## src/hdl/ar2pcd_pkg.sv

```systemverilog
// ----------------------------------------------------------------------------
// ar2pcd_pkg
// Shared widths, register indexes and controller/datapath handshake types
// for the second-order prediction change detector.
// ----------------------------------------------------------------------------
package ar2pcd_pkg;

   // fixed field widths
   localparam int SAMPLE_W   = 16;   // signed Q1.15 sample
   localparam int COEFF_W    = 16;   // signed Q2.14 predictor coefficient
   localparam int LEN_REG_W  = 7;    // window length register
   localparam int THR_W      = 36;   // unsigned Q6.30 threshold
   localparam int INDEX_W    = 16;   // reported window index
   localparam int PROD_W     = 2 * SAMPLE_W;
   localparam int E29_W      = 34;   // unrounded error, Q.29
   localparam int ERR_W      = 19;   // rounded error, Q1.15 with headroom
   localparam int SQ_W       = 36;   // squared error, Q6.30
   localparam int CSR_IDX_W  = 2;
   localparam int CSR_DATA_W = 36;

   // register indexes
   localparam logic [CSR_IDX_W-1:0] CSR_COEFF      = 2'd0;
   localparam logic [CSR_IDX_W-1:0] CSR_WINDOW_LEN = 2'd1;
   localparam logic [CSR_IDX_W-1:0] CSR_THRESHOLD  = 2'd2;

   // register reset values
   localparam logic [LEN_REG_W-1:0] WINDOW_LEN_RESET = 7'd8;

   // controller to datapath commands
   typedef struct packed {
      logic accept;   // input transfer this cycle
      logic do_err;   // form rounded prediction error, remove oldest term
      logic do_sqr;   // square the error
      logic do_sum;   // add square to window sum, write ring
      logic fin;      // compare, bookkeeping and result
   } cmd_type;

   // datapath to controller status
   typedef struct packed {
      logic cnt_ovf;  // record already at the sample limit
      logic warm;     // fewer than two samples taken in this record
      logic last;     // held item closes the record
      logic rsp_busy; // result register full and stalled
   } status_type;

endpackage

```

## src/hdl/ar2pcd_ram.sv

```systemverilog
// ----------------------------------------------------------------------------
// ar2pcd_ram
// Generic single write port, single read port RAM with registered read data.
// ----------------------------------------------------------------------------
module ar2pcd_ram #(
   parameter int WIDTH = 36,
   parameter int DEPTH = 64,
   parameter int AW    = (DEPTH > 1) ? $clog2(DEPTH) : 1
) (
   input  logic             clock,
   input  logic             wr_en,
   input  logic [AW-1:0]    wr_addr,
   input  logic [WIDTH-1:0] wr_data,
   input  logic             rd_en,
   input  logic [AW-1:0]    rd_addr,
   output logic [WIDTH-1:0] rd_data
);

   logic [WIDTH-1:0] mem_ff [DEPTH];
   logic [WIDTH-1:0] rd_data_ff;

   // write port
   always_ff @(posedge clock) begin
      if (wr_en) begin
         mem_ff[wr_addr] <= wr_data;
      end
   end

   // registered read port
   always_ff @(posedge clock) begin
      if (rd_en) begin
         rd_data_ff <= mem_ff[rd_addr];
      end
   end

   assign rd_data = rd_data_ff;

endmodule

```

## src/hdl/ar2pcd_ctrl.sv

```systemverilog
// ----------------------------------------------------------------------------
// ar2pcd_ctrl
// Sequencer for one sample: accept, error, square, sum update, finish.
// ----------------------------------------------------------------------------
module ar2pcd_ctrl import ar2pcd_pkg::*; (
   input  logic       clock,
   input  logic       reset,
   input  logic       req_valid,
   output logic       req_stall,
   input  status_type status,
   output cmd_type    cmd
);

   typedef enum logic [4:0] {
      ST_IDLE = 5'b00001,
      ST_ERR  = 5'b00010,
      ST_SQR  = 5'b00100,
      ST_SUM  = 5'b01000,
      ST_FIN  = 5'b10000
   } state_type;

   state_type state_ff;
   state_type state_in;
   logic      fin_go;

   // finishing waits only when a result is due and the output is still held
   assign fin_go = !(status.last && status.rsp_busy);

   // next state
   always_comb begin
      state_in = state_ff;
      case (state_ff)
         ST_IDLE: begin
            if (req_valid) begin
               state_in = (status.cnt_ovf || status.warm) ? ST_FIN : ST_ERR;
            end
         end
         ST_ERR:  state_in = ST_SQR;
         ST_SQR:  state_in = ST_SUM;
         ST_SUM:  state_in = ST_FIN;
         ST_FIN: begin
            if (fin_go) begin
               state_in = ST_IDLE;
            end
         end
         default: state_in = ST_IDLE;
      endcase
   end

   always_ff @(posedge clock) begin
      if (reset) begin
         state_ff <= ST_IDLE;
      end else begin
         state_ff <= state_in;
      end
   end

   // commands
   assign req_stall  = (state_ff != ST_IDLE);
   assign cmd.accept = (state_ff == ST_IDLE) && req_valid;
   assign cmd.do_err = (state_ff == ST_ERR);
   assign cmd.do_sqr = (state_ff == ST_SQR);
   assign cmd.do_sum = (state_ff == ST_SUM);
   assign cmd.fin    = (state_ff == ST_FIN) && fin_go;

   // a computing sample goes through the arithmetic states
   a_compute_path: assert property (@(posedge clock) disable iff (reset)
      cmd.accept && !status.cnt_ovf && !status.warm |=> state_ff == ST_ERR)
      else $error("computing sample skipped the error state");

   // a due result is never dropped while the output is held
   a_fin_hold: assert property (@(posedge clock) disable iff (reset)
      state_ff == ST_FIN && status.last && status.rsp_busy |=> state_ff == ST_FIN)
      else $error("finish left while result register was stalled");

   // finishing always returns to accept the next sample
   a_fin_idle: assert property (@(posedge clock) disable iff (reset)
      cmd.fin |=> state_ff == ST_IDLE)
      else $error("finish did not return to idle");

endmodule

```

## src/hdl/ar2pcd_datapath.sv

```systemverilog
// ----------------------------------------------------------------------------
// ar2pcd_datapath
// Configuration registers, predictor and squarer, error ring with running
// window sum, hit tracking and the result register.
// ----------------------------------------------------------------------------
module ar2pcd_datapath import ar2pcd_pkg::*; #(
   parameter int MAX_WINDOW  = 64,
   parameter int MAX_SAMPLES = 65536
) (
   input  logic                        clock,
   input  logic                        reset,
   input  cmd_type                     cmd,
   output status_type                  status,
   input  logic signed [SAMPLE_W-1:0]  req_sample,
   input  logic                        req_last_sample,
   input  logic                        csr_write_en,
   input  logic [CSR_IDX_W-1:0]        csr_index,
   input  logic [CSR_DATA_W-1:0]       csr_wdata,
   input  logic                        rsp_stall,
   output logic                        rsp_valid,
   output logic [INDEX_W-1:0]          rsp_first_index,
   output logic [INDEX_W-1:0]          rsp_last_index,
   output logic                        rsp_found,
   output logic                        rsp_too_long
);

   localparam int AW     = (MAX_WINDOW > 1) ? $clog2(MAX_WINDOW) : 1;
   localparam int LEN_W  = $clog2(MAX_WINDOW + 1);
   localparam int CNT_W  = $clog2(MAX_SAMPLES + 1);
   localparam int SUM_W  = SQ_W + LEN_W;
   localparam int CMP_B  = (CNT_W > LEN_W) ? CNT_W : LEN_W;
   localparam int CMP_W  = ((CMP_B > INDEX_W) ? CMP_B : INDEX_W) + 1;

   // configuration registers
   logic signed [COEFF_W-1:0]  coeff_ff, coeff_in;
   logic [LEN_REG_W-1:0]       window_len_ff, window_len_in;
   logic [THR_W-1:0]           thr_ff, thr_in;

   // record state
   logic signed [SAMPLE_W-1:0] prev1_ff, prev1_in;
   logic signed [SAMPLE_W-1:0] prev2_ff, prev2_in;
   logic [CNT_W-1:0]           count_ff, count_in;
   logic [AW-1:0]              wr_ptr_ff, wr_ptr_in;
   logic [SUM_W-1:0]           sum_ff, sum_in;
   logic [INDEX_W-1:0]         first_hit_ff, first_hit_in;
   logic [INDEX_W-1:0]         last_hit_ff, last_hit_in;
   logic                       hit_seen_ff, hit_seen_in;
   logic                       overflowed_ff, overflowed_in;
   logic [LEN_W-1:0]           active_len_ff, active_len_in;

   // per-sample working registers
   logic signed [SAMPLE_W-1:0] x_ff, x_in;
   logic                       last_ff, last_in;
   logic signed [PROD_W-1:0]   prod_ff, prod_in;
   logic [SUM_W-1:0]           thr_len_ff, thr_len_in;
   logic signed [ERR_W-1:0]    err_ff, err_in;
   logic [SUM_W-1:0]           sub_ff, sub_in;
   logic [SQ_W-1:0]            sq_ff, sq_in;

   // result register
   logic                       rsp_valid_ff, rsp_valid_in;
   logic [INDEX_W-1:0]         rsp_first_ff, rsp_first_in;
   logic [INDEX_W-1:0]         rsp_last_ff, rsp_last_in;
   logic                       rsp_found_ff, rsp_found_in;
   logic                       rsp_too_long_ff, rsp_too_long_in;

   // combinational helpers
   logic [LEN_W-1:0]           len_clamped;
   logic [LEN_W-1:0]           len_use;
   logic signed [PROD_W-1:0]   prod_full;
   logic [SUM_W-1:0]           thr_len_full;
   logic [SAMPLE_W:0]          pair_sum;
   logic [E29_W-1:0]           e29;
   logic signed [2*ERR_W-1:0]  sq_full;
   logic [LEN_W:0]             ptr_x, len_x, rd_wide;
   logic [AW-1:0]              rd_addr;
   logic [AW-1:0]              ptr_next;
   logic [SQ_W-1:0]            ram_rd_data;
   logic [CMP_W-1:0]           cnt_c, len_c, idx_c;
   logic                       rd_ok, win_full, cur_ovf, compute, hit;
   logic [INDEX_W-1:0]         first_nx, last_nx;
   logic                       seen_nx, ovf_nx;

   // window length clamp: zero means one, long saturates
   always_comb begin
      if (window_len_ff == '0) begin
         len_clamped = LEN_W'(1);
      end else if (int'(window_len_ff) > MAX_WINDOW) begin
         len_clamped = LEN_W'(MAX_WINDOW);
      end else begin
         len_clamped = LEN_W'(window_len_ff);
      end
   end

   // length is latched at the first sample of a record
   assign len_use      = (count_ff == '0) ? len_clamped : active_len_ff;
   assign prod_full    = coeff_ff * prev1_ff;
   assign thr_len_full = SUM_W'(thr_ff) * SUM_W'(len_use);

   // prediction error c*x1 - (x2 + x) * 2^14, rounded half up to Q1.15
   assign pair_sum = {prev2_ff[SAMPLE_W-1], prev2_ff} + {x_ff[SAMPLE_W-1], x_ff};
   assign e29 = {{(E29_W-PROD_W){prod_ff[PROD_W-1]}}, prod_ff}
              - {{(E29_W-SAMPLE_W-15){pair_sum[SAMPLE_W]}}, pair_sum, 14'b0}
              + E29_W'(8192);
   assign sq_full = err_ff * err_ff;

   // ring addresses: oldest term sits len entries behind the write pointer
   assign ptr_x = (LEN_W+1)'(wr_ptr_ff);
   assign len_x = (LEN_W+1)'(active_len_ff);
   always_comb begin
      if (ptr_x >= len_x) begin
         rd_wide = ptr_x - len_x;
      end else begin
         rd_wide = ptr_x + (LEN_W+1)'(MAX_WINDOW) - len_x;
      end
   end
   assign rd_addr  = rd_wide[AW-1:0];
   assign ptr_next = (wr_ptr_ff == AW'(MAX_WINDOW - 1)) ? '0 : wr_ptr_ff + 1'b1;

   // window position checks against the sample count
   assign cnt_c    = CMP_W'(count_ff);
   assign len_c    = CMP_W'(active_len_ff);
   assign rd_ok    = cnt_c >= len_c + CMP_W'(2);
   assign win_full = cnt_c >= len_c + CMP_W'(1);
   assign idx_c    = cnt_c - len_c - CMP_W'(1) + (len_c >> 1);
   assign cur_ovf  = count_ff >= CNT_W'(MAX_SAMPLES);
   assign compute  = !cur_ovf && (count_ff >= CNT_W'(2));
   assign hit      = compute && win_full && (sum_ff <= thr_len_ff);

   // hit tracking including the current sample
   assign first_nx = (hit && !hit_seen_ff) ? idx_c[INDEX_W-1:0] : first_hit_ff;
   assign last_nx  = hit ? idx_c[INDEX_W-1:0] : last_hit_ff;
   assign seen_nx  = hit_seen_ff || hit;
   assign ovf_nx   = overflowed_ff || cur_ovf;

   // error ring
   ar2pcd_ram #(
      .WIDTH (SQ_W),
      .DEPTH (MAX_WINDOW)
   ) u_ring (
      .clock   (clock),
      .wr_en   (cmd.do_sum),
      .wr_addr (wr_ptr_ff),
      .wr_data (sq_ff),
      .rd_en   (cmd.accept),
      .rd_addr (rd_addr),
      .rd_data (ram_rd_data)
   );

   // next values
   always_comb begin
      coeff_in        = coeff_ff;
      window_len_in   = window_len_ff;
      thr_in          = thr_ff;
      prev1_in        = prev1_ff;
      prev2_in        = prev2_ff;
      count_in        = count_ff;
      wr_ptr_in       = wr_ptr_ff;
      sum_in          = sum_ff;
      first_hit_in    = first_hit_ff;
      last_hit_in     = last_hit_ff;
      hit_seen_in     = hit_seen_ff;
      overflowed_in   = overflowed_ff;
      active_len_in   = active_len_ff;
      x_in            = x_ff;
      last_in         = last_ff;
      prod_in         = prod_ff;
      thr_len_in      = thr_len_ff;
      err_in          = err_ff;
      sub_in          = sub_ff;
      sq_in           = sq_ff;
      rsp_valid_in    = rsp_valid_ff && rsp_stall;
      rsp_first_in    = rsp_first_ff;
      rsp_last_in     = rsp_last_ff;
      rsp_found_in    = rsp_found_ff;
      rsp_too_long_in = rsp_too_long_ff;

      // configuration writes
      if (csr_write_en) begin
         case (csr_index)
            CSR_COEFF:      coeff_in      = csr_wdata[COEFF_W-1:0];
            CSR_WINDOW_LEN: window_len_in = csr_wdata[LEN_REG_W-1:0];
            CSR_THRESHOLD:  thr_in        = csr_wdata[THR_W-1:0];
            default:        coeff_in      = coeff_ff;
         endcase
      end

      // input transfer: capture sample, first multiply, threshold scaling
      if (cmd.accept) begin
         x_in       = req_sample;
         last_in    = req_last_sample;
         prod_in    = prod_full;
         thr_len_in = thr_len_full;
         if (count_ff == '0) begin
            active_len_in = len_clamped;
         end
      end

      // rounded error and window sum without the oldest term
      if (cmd.do_err) begin
         err_in = e29[ERR_W+13:14];
         sub_in = sum_ff - (rd_ok ? SUM_W'(ram_rd_data) : '0);
      end

      if (cmd.do_sqr) begin
         sq_in = sq_full[SQ_W-1:0];
      end

      if (cmd.do_sum) begin
         sum_in = sub_ff + SUM_W'(sq_ff);
      end

      // finish: bookkeeping, then result and record clear on the last sample
      if (cmd.fin) begin
         first_hit_in  = first_nx;
         last_hit_in   = last_nx;
         hit_seen_in   = seen_nx;
         overflowed_in = ovf_nx;
         if (!cur_ovf) begin
            prev2_in = prev1_ff;
            prev1_in = x_ff;
            count_in = count_ff + 1'b1;
         end
         if (compute) begin
            wr_ptr_in = ptr_next;
         end
         if (last_ff) begin
            rsp_valid_in    = 1'b1;
            rsp_first_in    = seen_nx ? first_nx : '0;
            rsp_last_in     = seen_nx ? last_nx : '0;
            rsp_found_in    = seen_nx;
            rsp_too_long_in = ovf_nx;
            prev1_in        = '0;
            prev2_in        = '0;
            count_in        = '0;
            wr_ptr_in       = '0;
            sum_in          = '0;
            first_hit_in    = '0;
            last_hit_in     = '0;
            hit_seen_in     = 1'b0;
            overflowed_in   = 1'b0;
            active_len_in   = LEN_W'(1);
         end
      end
   end

   // control and configuration registers
   always_ff @(posedge clock) begin
      if (reset) begin
         coeff_ff      <= '0;
         window_len_ff <= WINDOW_LEN_RESET;
         thr_ff        <= '0;
         prev1_ff      <= '0;
         prev2_ff      <= '0;
         count_ff      <= '0;
         wr_ptr_ff     <= '0;
         sum_ff        <= '0;
         first_hit_ff  <= '0;
         last_hit_ff   <= '0;
         hit_seen_ff   <= 1'b0;
         overflowed_ff <= 1'b0;
         active_len_ff <= LEN_W'(1);
         rsp_valid_ff  <= 1'b0;
      end else begin
         coeff_ff      <= coeff_in;
         window_len_ff <= window_len_in;
         thr_ff        <= thr_in;
         prev1_ff      <= prev1_in;
         prev2_ff      <= prev2_in;
         count_ff      <= count_in;
         wr_ptr_ff     <= wr_ptr_in;
         sum_ff        <= sum_in;
         first_hit_ff  <= first_hit_in;
         last_hit_ff   <= last_hit_in;
         hit_seen_ff   <= hit_seen_in;
         overflowed_ff <= overflowed_in;
         active_len_ff <= active_len_in;
         rsp_valid_ff  <= rsp_valid_in;
      end
   end

   // payload registers
   always_ff @(posedge clock) begin
      x_ff            <= x_in;
      last_ff         <= last_in;
      prod_ff         <= prod_in;
      thr_len_ff      <= thr_len_in;
      err_ff          <= err_in;
      sub_ff          <= sub_in;
      sq_ff           <= sq_in;
      rsp_first_ff    <= rsp_first_in;
      rsp_last_ff     <= rsp_last_in;
      rsp_found_ff    <= rsp_found_in;
      rsp_too_long_ff <= rsp_too_long_in;
   end

   // status to the controller
   assign status.cnt_ovf  = cur_ovf;
   assign status.warm     = count_ff < CNT_W'(2);
   assign status.last     = last_ff;
   assign status.rsp_busy = rsp_valid_ff && rsp_stall;

   assign rsp_valid       = rsp_valid_ff;
   assign rsp_first_index = rsp_first_ff;
   assign rsp_last_index  = rsp_last_ff;
   assign rsp_found       = rsp_found_ff;
   assign rsp_too_long    = rsp_too_long_ff;

   // sample count saturates at the record limit
   a_count_limit: assert property (@(posedge clock) disable iff (reset)
      count_ff <= CNT_W'(MAX_SAMPLES))
      else $error("sample count passed the record limit");

   // hit indexes stay clear until a window qualifies
   a_hits_clear: assert property (@(posedge clock) disable iff (reset)
      !hit_seen_ff |-> first_hit_ff == '0 && last_hit_ff == '0)
      else $error("hit index set without a qualifying window");

   // closing a record starts the next one clean
   a_record_clear: assert property (@(posedge clock) disable iff (reset)
      cmd.fin && last_ff |=> count_ff == '0 && sum_ff == '0 && !hit_seen_ff && rsp_valid_ff)
      else $error("record not cleared after result");

endmodule

```

## src/hdl/ar2_prediction_change_detector_unit.sv

```systemverilog
// ----------------------------------------------------------------------------
// ar2_prediction_change_detector_unit
// Second-order linear prediction error detector, top level.
// ----------------------------------------------------------------------------
// Samples enter on the req_ channel (valid/stall); one result per record
// leaves on the rsp_ channel, produced by the sample marked req_last_sample.
// The csr_ port writes the predictor coefficient, window length and energy
// threshold; writes are taken any cycle, but belong between records.
// Each sample passes through the coefficient multiply at transfer, rounding
// of the error, squaring, and the ring read-modify-write of the window sum,
// then a finish step compares and updates; the next sample waits for it.
// The first two samples of a record and samples past MAX_SAMPLES skip the
// arithmetic and go straight to the finish step.
// The result is valid in the cycle after the finish cycle of the last
// sample and sits in an output register; the next record's samples are
// accepted meanwhile. If that register is still stalled when another record
// closes, the finish cycle waits and req_stall stays high.
// Reset clears all record state and the configuration registers (window
// length 8); the ring needs no clearing since only entries written in the
// current record are read.
// ----------------------------------------------------------------------------
module ar2_prediction_change_detector_unit import ar2pcd_pkg::*; #(
   parameter int MAX_WINDOW  = 64,
   parameter int MAX_SAMPLES = 65536
) (
   input  logic                       clock,
   input  logic                       reset,
   input  logic                       req_valid,
   output logic                       req_stall,
   input  logic signed [SAMPLE_W-1:0] req_sample,
   input  logic                       req_last_sample,
   output logic                       rsp_valid,
   input  logic                       rsp_stall,
   output logic [INDEX_W-1:0]         rsp_first_index,
   output logic [INDEX_W-1:0]         rsp_last_index,
   output logic                       rsp_found,
   output logic                       rsp_too_long,
   input  logic                       csr_write_en,
   input  logic [CSR_IDX_W-1:0]       csr_index,
   input  logic [CSR_DATA_W-1:0]      csr_wdata
);

   cmd_type    cmd;
   status_type status;

   // sequencer
   ar2pcd_ctrl u_ctrl (
      .clock     (clock),
      .reset     (reset),
      .req_valid (req_valid),
      .req_stall (req_stall),
      .status    (status),
      .cmd       (cmd)
   );

   // arithmetic, ring and result register
   ar2pcd_datapath #(
      .MAX_WINDOW  (MAX_WINDOW),
      .MAX_SAMPLES (MAX_SAMPLES)
   ) u_datapath (
      .clock           (clock),
      .reset           (reset),
      .cmd             (cmd),
      .status          (status),
      .req_sample      (req_sample),
      .req_last_sample (req_last_sample),
      .csr_write_en    (csr_write_en),
      .csr_index       (csr_index),
      .csr_wdata       (csr_wdata),
      .rsp_stall       (rsp_stall),
      .rsp_valid       (rsp_valid),
      .rsp_first_index (rsp_first_index),
      .rsp_last_index  (rsp_last_index),
      .rsp_found       (rsp_found),
      .rsp_too_long    (rsp_too_long)
   );

endmodule

```

## config.mk

```make
export PLATFORM = sky130hd
export DESIGN_NAME = ar2_prediction_change_detector_unit
export DESIGN_NICKNAME = d
export VERILOG_FILES = /design/src/hdl/ar2pcd_pkg.sv /design/src/hdl/ar2pcd_ram.sv /design/src/hdl/ar2pcd_ctrl.sv /design/src/hdl/ar2pcd_datapath.sv /design/src/hdl/ar2_prediction_change_detector_unit.sv
export SDC_FILE = /design/constraint.sdc
export NUM_CORES = 2
export LEC_CHECK = 0
export BUFFER_PORTS_ARGS = -buffer_cell sky130_fd_sc_hd__buf_2
export CELL_PAD_IN_SITES_DETAIL_PLACEMENT = 1
export CELL_PAD_IN_SITES_GLOBAL_PLACEMENT = 2
export CORE_UTILIZATION = 25
export CTS_BUF_LIST = sky130_fd_sc_hd__clkbuf_16
export CTS_CLUSTER_SIZE = 20
export DETAILED_ROUTE_END_ITERATION = 10
export PLACE_DENSITY = 0.58
export SLEW_MARGIN = 15
export SYNTH_ARGS = -nofsm -noshare
export SYNTH_HDL_FRONTEND = slang
export SYNTH_SLANG_ARGS = --single-unit
```

## constraint.sdc

```tcl
create_clock -name clock -period 8.85 [get_ports clock]
set_input_delay 0.885 -clock clock [delete_from_list [all_inputs] [get_ports clock]]
set_output_delay 0.885 -clock clock [all_outputs]
set_load 0.1 [all_outputs]
```

==> flow_metrics.tcl <==
set metrics [dict create \
    layout_commonest_cell "edfxtp_1" \
    finalSetupViolCount 0 \
    initial_core_util_pct 25.07 \
    status "finished, final reports clean" \
    clock_path_buffers 4 \
    vdd_drop_max_mv 0.1745 \
    cp.arrival_ns 8.43 \
    worst-path-max-fanout 20 \
    std_cell_rows 273 \
    timing.setup.tns_ns 0 \
    clk_pin_slew_ns 0.07 \
    synth_cell_types 88 \
    dieArea_um2 556900 \
    cts_max_level 5 \
    drc 0 \
    dr.pass1.iters 7 \
    clk_latency_ns 0.96 \
    avgSynthCellArea_um2 15.54 \
    grt_pass1_vias 84580 \
    area_growth_pct 14.93 \
    worstMarginPinSlew_ns 1.309 \
    ys.flop_type "edfxtp_1" \
    synthesis.area_um2 138500 \
    yosysWarnings 0 \
    grt_usage_pct 14.68 \
    die_w_um 746.3 \
    worstSetupEndpointType "flip-flop" \
    post_cts_buffers 0 \
    dp_hpwl_um 264200 \
    grt_max_degree 104 \
    cts_sinks 2701 \
    rsz0062_at_grt "false" \
    layout_common_cells "edfxtp_1, inv_1, fa_1" \
    placed_cell_area_um2 149300 \
    dpl_worst_slack_ns 1.099 \
    finish.instance_area_um2 159200 \
    slew_viol_final 0 \
    drt_iter0_markers 5865 \
    worst_slew_margin_rel_pct 12.23 \
    grt-ovfl-total 0 \
    finalWirelength_um 415100 \
    core_area_um2 552300 \
    synthCells 8911 \
    finalWorstSetupSlack_ns 1.072 \
    p_leak_uw 0.05664 \
    cap_violations 0 \
    wl_per_cell_um 24.80 \
    vias 76370 \
    fp.dieH_um 746.3 \
    power_density_nw_per_um2 205.0 \
    fmax_mhz 128.6 \
    drt-vias-per-instance 4.562 \
    yosys_register_bits 2701 \
    synth_nets 10240 \
    port_buffers 95 \
    cts_resized 0 \
    place_congestion 0.7785 \
    synthArstFlopShare_pct 0 \
    critPathLaunchType "flip-flop" \
    synth_edf_count 2497 \
    period_minus_slack_ns 7.778 \
    antenna_found_initial 28 \
    cts_made_buffers 311 \
    ys_seq_area_share_pct 57.09 \
    hold_viol_final 0 \
    finalCritPeriodShare_pct 87.89 \
    io_pins 96 \
    layout.nets 10520 \
    cts_tree "yes" \
    worstHoldPathType "input pin to flip-flop" \
    ant_nets 0 \
    finClkSkew_ns 0.06551 \
    cts_hold_buf 0 \
    critical_path_class "flip-flop to flip-flop" \
    grt_first_pass_wirelength_um 603200 \
    hold_slack_ns 0.1559 \
    drive_gt1_share_pct 16.73 \
    cts-root-buf "clkbuf_16" \
    critical_path_required_ns 9.50 \
]
[metrics by stage]
| stage | total power, uW | instances | utilization, % |
|---|---|---|---|
| 2_1_floorplan | 17990 | 8911 | - |
| 3_3_place_gp | 20400 | 16170 | 27.02 |
| 3_5_place_dp | 20440 | 16170 | 27.02 |
| 4_1_cts | 33100 | 16730 | 28.81 |
| 5_1_grt | 33730 | 16730 | 28.81 |
| 6_report | 32640 | 16740 | 28.82 |
[cell type report]
type                            instances  area (um2)
Antenna cell                           14       35.03
Timing Repair Buffer                  312        2307
Multi-Input combinational cell       4883       55110
Clock buffer                          313        7833
Clock inverter                        248        2019
Tap cell                             7287        9117
Sequential cell                      2701       79070
Inverter                              982        3686
Fill cell                           57980      393200
[cells in the mapped netlist (all sizes together), types with 57 or more instances]
| cell | number | area share, % |
|---|---|---|
| mux4 | 700 | 11 |
| fa | 764 | 11 |
| buf | 57 | 0.17 |
| nand2b | 71 | 0.32 |
| and2 | 293 | 1.3 |
| nand2 | 588 | 1.6 |
| dfxtp | 204 | 2.9 |
| edfxtp | 2497 | 54 |
| ha | 503 | 4.5 |
| nand3 | 74 | 0.27 |
| nor2 | 304 | 0.83 |
| a21o | 109 | 0.59 |
| a21oi | 315 | 1.1 |
| o21ai | 123 | 0.44 |
| a211oi | 73 | 0.40 |
| xnor2 | 200 | 1.3 |
| xor2 | 61 | 0.39 |
| clkbuf | 288 | 0.78 |
| inv | 982 | 2.7 |
| nor2b | 172 | 0.78 |
[worst max-delay path, cell delays in order, from the launching register on]
cell and delay, ns:
edfxtp_1 0.86, and2_1 0.28, inv_1 0.07, fa_1 0.47
inv_1 0.06, fa_1 0.51, inv_1 0.06, fa_1 0.54
inv_1 0.05, fa_1 0.45, fa_1 0.50, inv_1 0.05
fa_1 0.35, inv_1 0.08, fa_1 0.42, ha_1 0.36
a21o_1 0.19, a21o_1 0.20, nor3_1 0.15, nand3_1 0.13
a31oi_1 0.50, a21boi_0 0.37, o21a_1 0.29, a21oi_1 0.19
mux2i_1 0.21, o221ai_1 0.14
[per-layer routing]
metal / routed length [um] / track usage, % / part of all wire [%] / vias to the layer above
met5: 13 / 0 / 0.0031 / -
met4: 8877 / 3.138 / 2.1 / 2
met3: 18980 / 1.877 / 4.6 / 438
met2: 203500 / 25.09 / 49 / 1614
met1: 183700 / 19.94 / 44 / 41190
li1: - / - / - / 33130
[final timing paths]
check / from / cells after the start / to / slack, ns
setup / recovery: u_datapath.err_ff[12]$_DFFE_PP_ / 25 / u_datapath.sq_ff[33]$_DFFE_PN_ / 1.07
hold / removal: req_sample[4] / 1 / u_datapath.x_ff[4]$_DFFE_PP_ / 0.16
setup reg to reg: u_datapath.err_ff[12]$_DFFE_PP_ / 25 / u_datapath.sq_ff[33]$_DFFE_PN_ / 1.07
hold reg to reg: u_datapath.sum_ff[0]$_SDFF_PP0_ / 2 / u_datapath.sum_ff[0]$_SDFF_PP0_ / 0.46
[sequential cells by signal (all words and copies together), names as in the netlist, 17 cells and up]
| name | cells |
|---|---|
| u_datapath.sum_ff | 43 |
| u_datapath.u_ring.rd_data | 35 |
| u_datapath.err_ff | 19 |
| u_datapath.thr_ff | 36 |
| u_datapath.sq_ff | 35 |
| u_datapath.prod_ff | 31 |
| u_datapath.u_ring.mem_ff | 2240 |
| u_datapath.thr_len_ff | 43 |
| u_datapath.sub_ff | 43 |
| u_datapath.count_ff | 17 |
[power breakdown]
part / total, uW / internal [uW] / switching (uW)
Combinational: 5980 / 2460 / 3510
Clock: 12600 / 7090 / 5470
Sequential: 14100 / 14000 / 119
Total: 32600 / 23500 / 9100
[logic make-up after synthesis]
group | count (synthesis) | share of synthesized area [%]
AO/OA/AOI/OAI | 917 | 4.356
XOR/XNOR | 261 | 1.651
adder cells (fa/ha/maj) | 1267 | 15.59
buffers and inverters | 1327 | 3.614
flip-flops | 2701 | 57.09
multiplexers | 748 | 11.73
other | 2 | 0.005423
AND/OR/NAND/NOR | 1688 | 5.964
No activity file was read; power rests on OpenSTA's default activity.
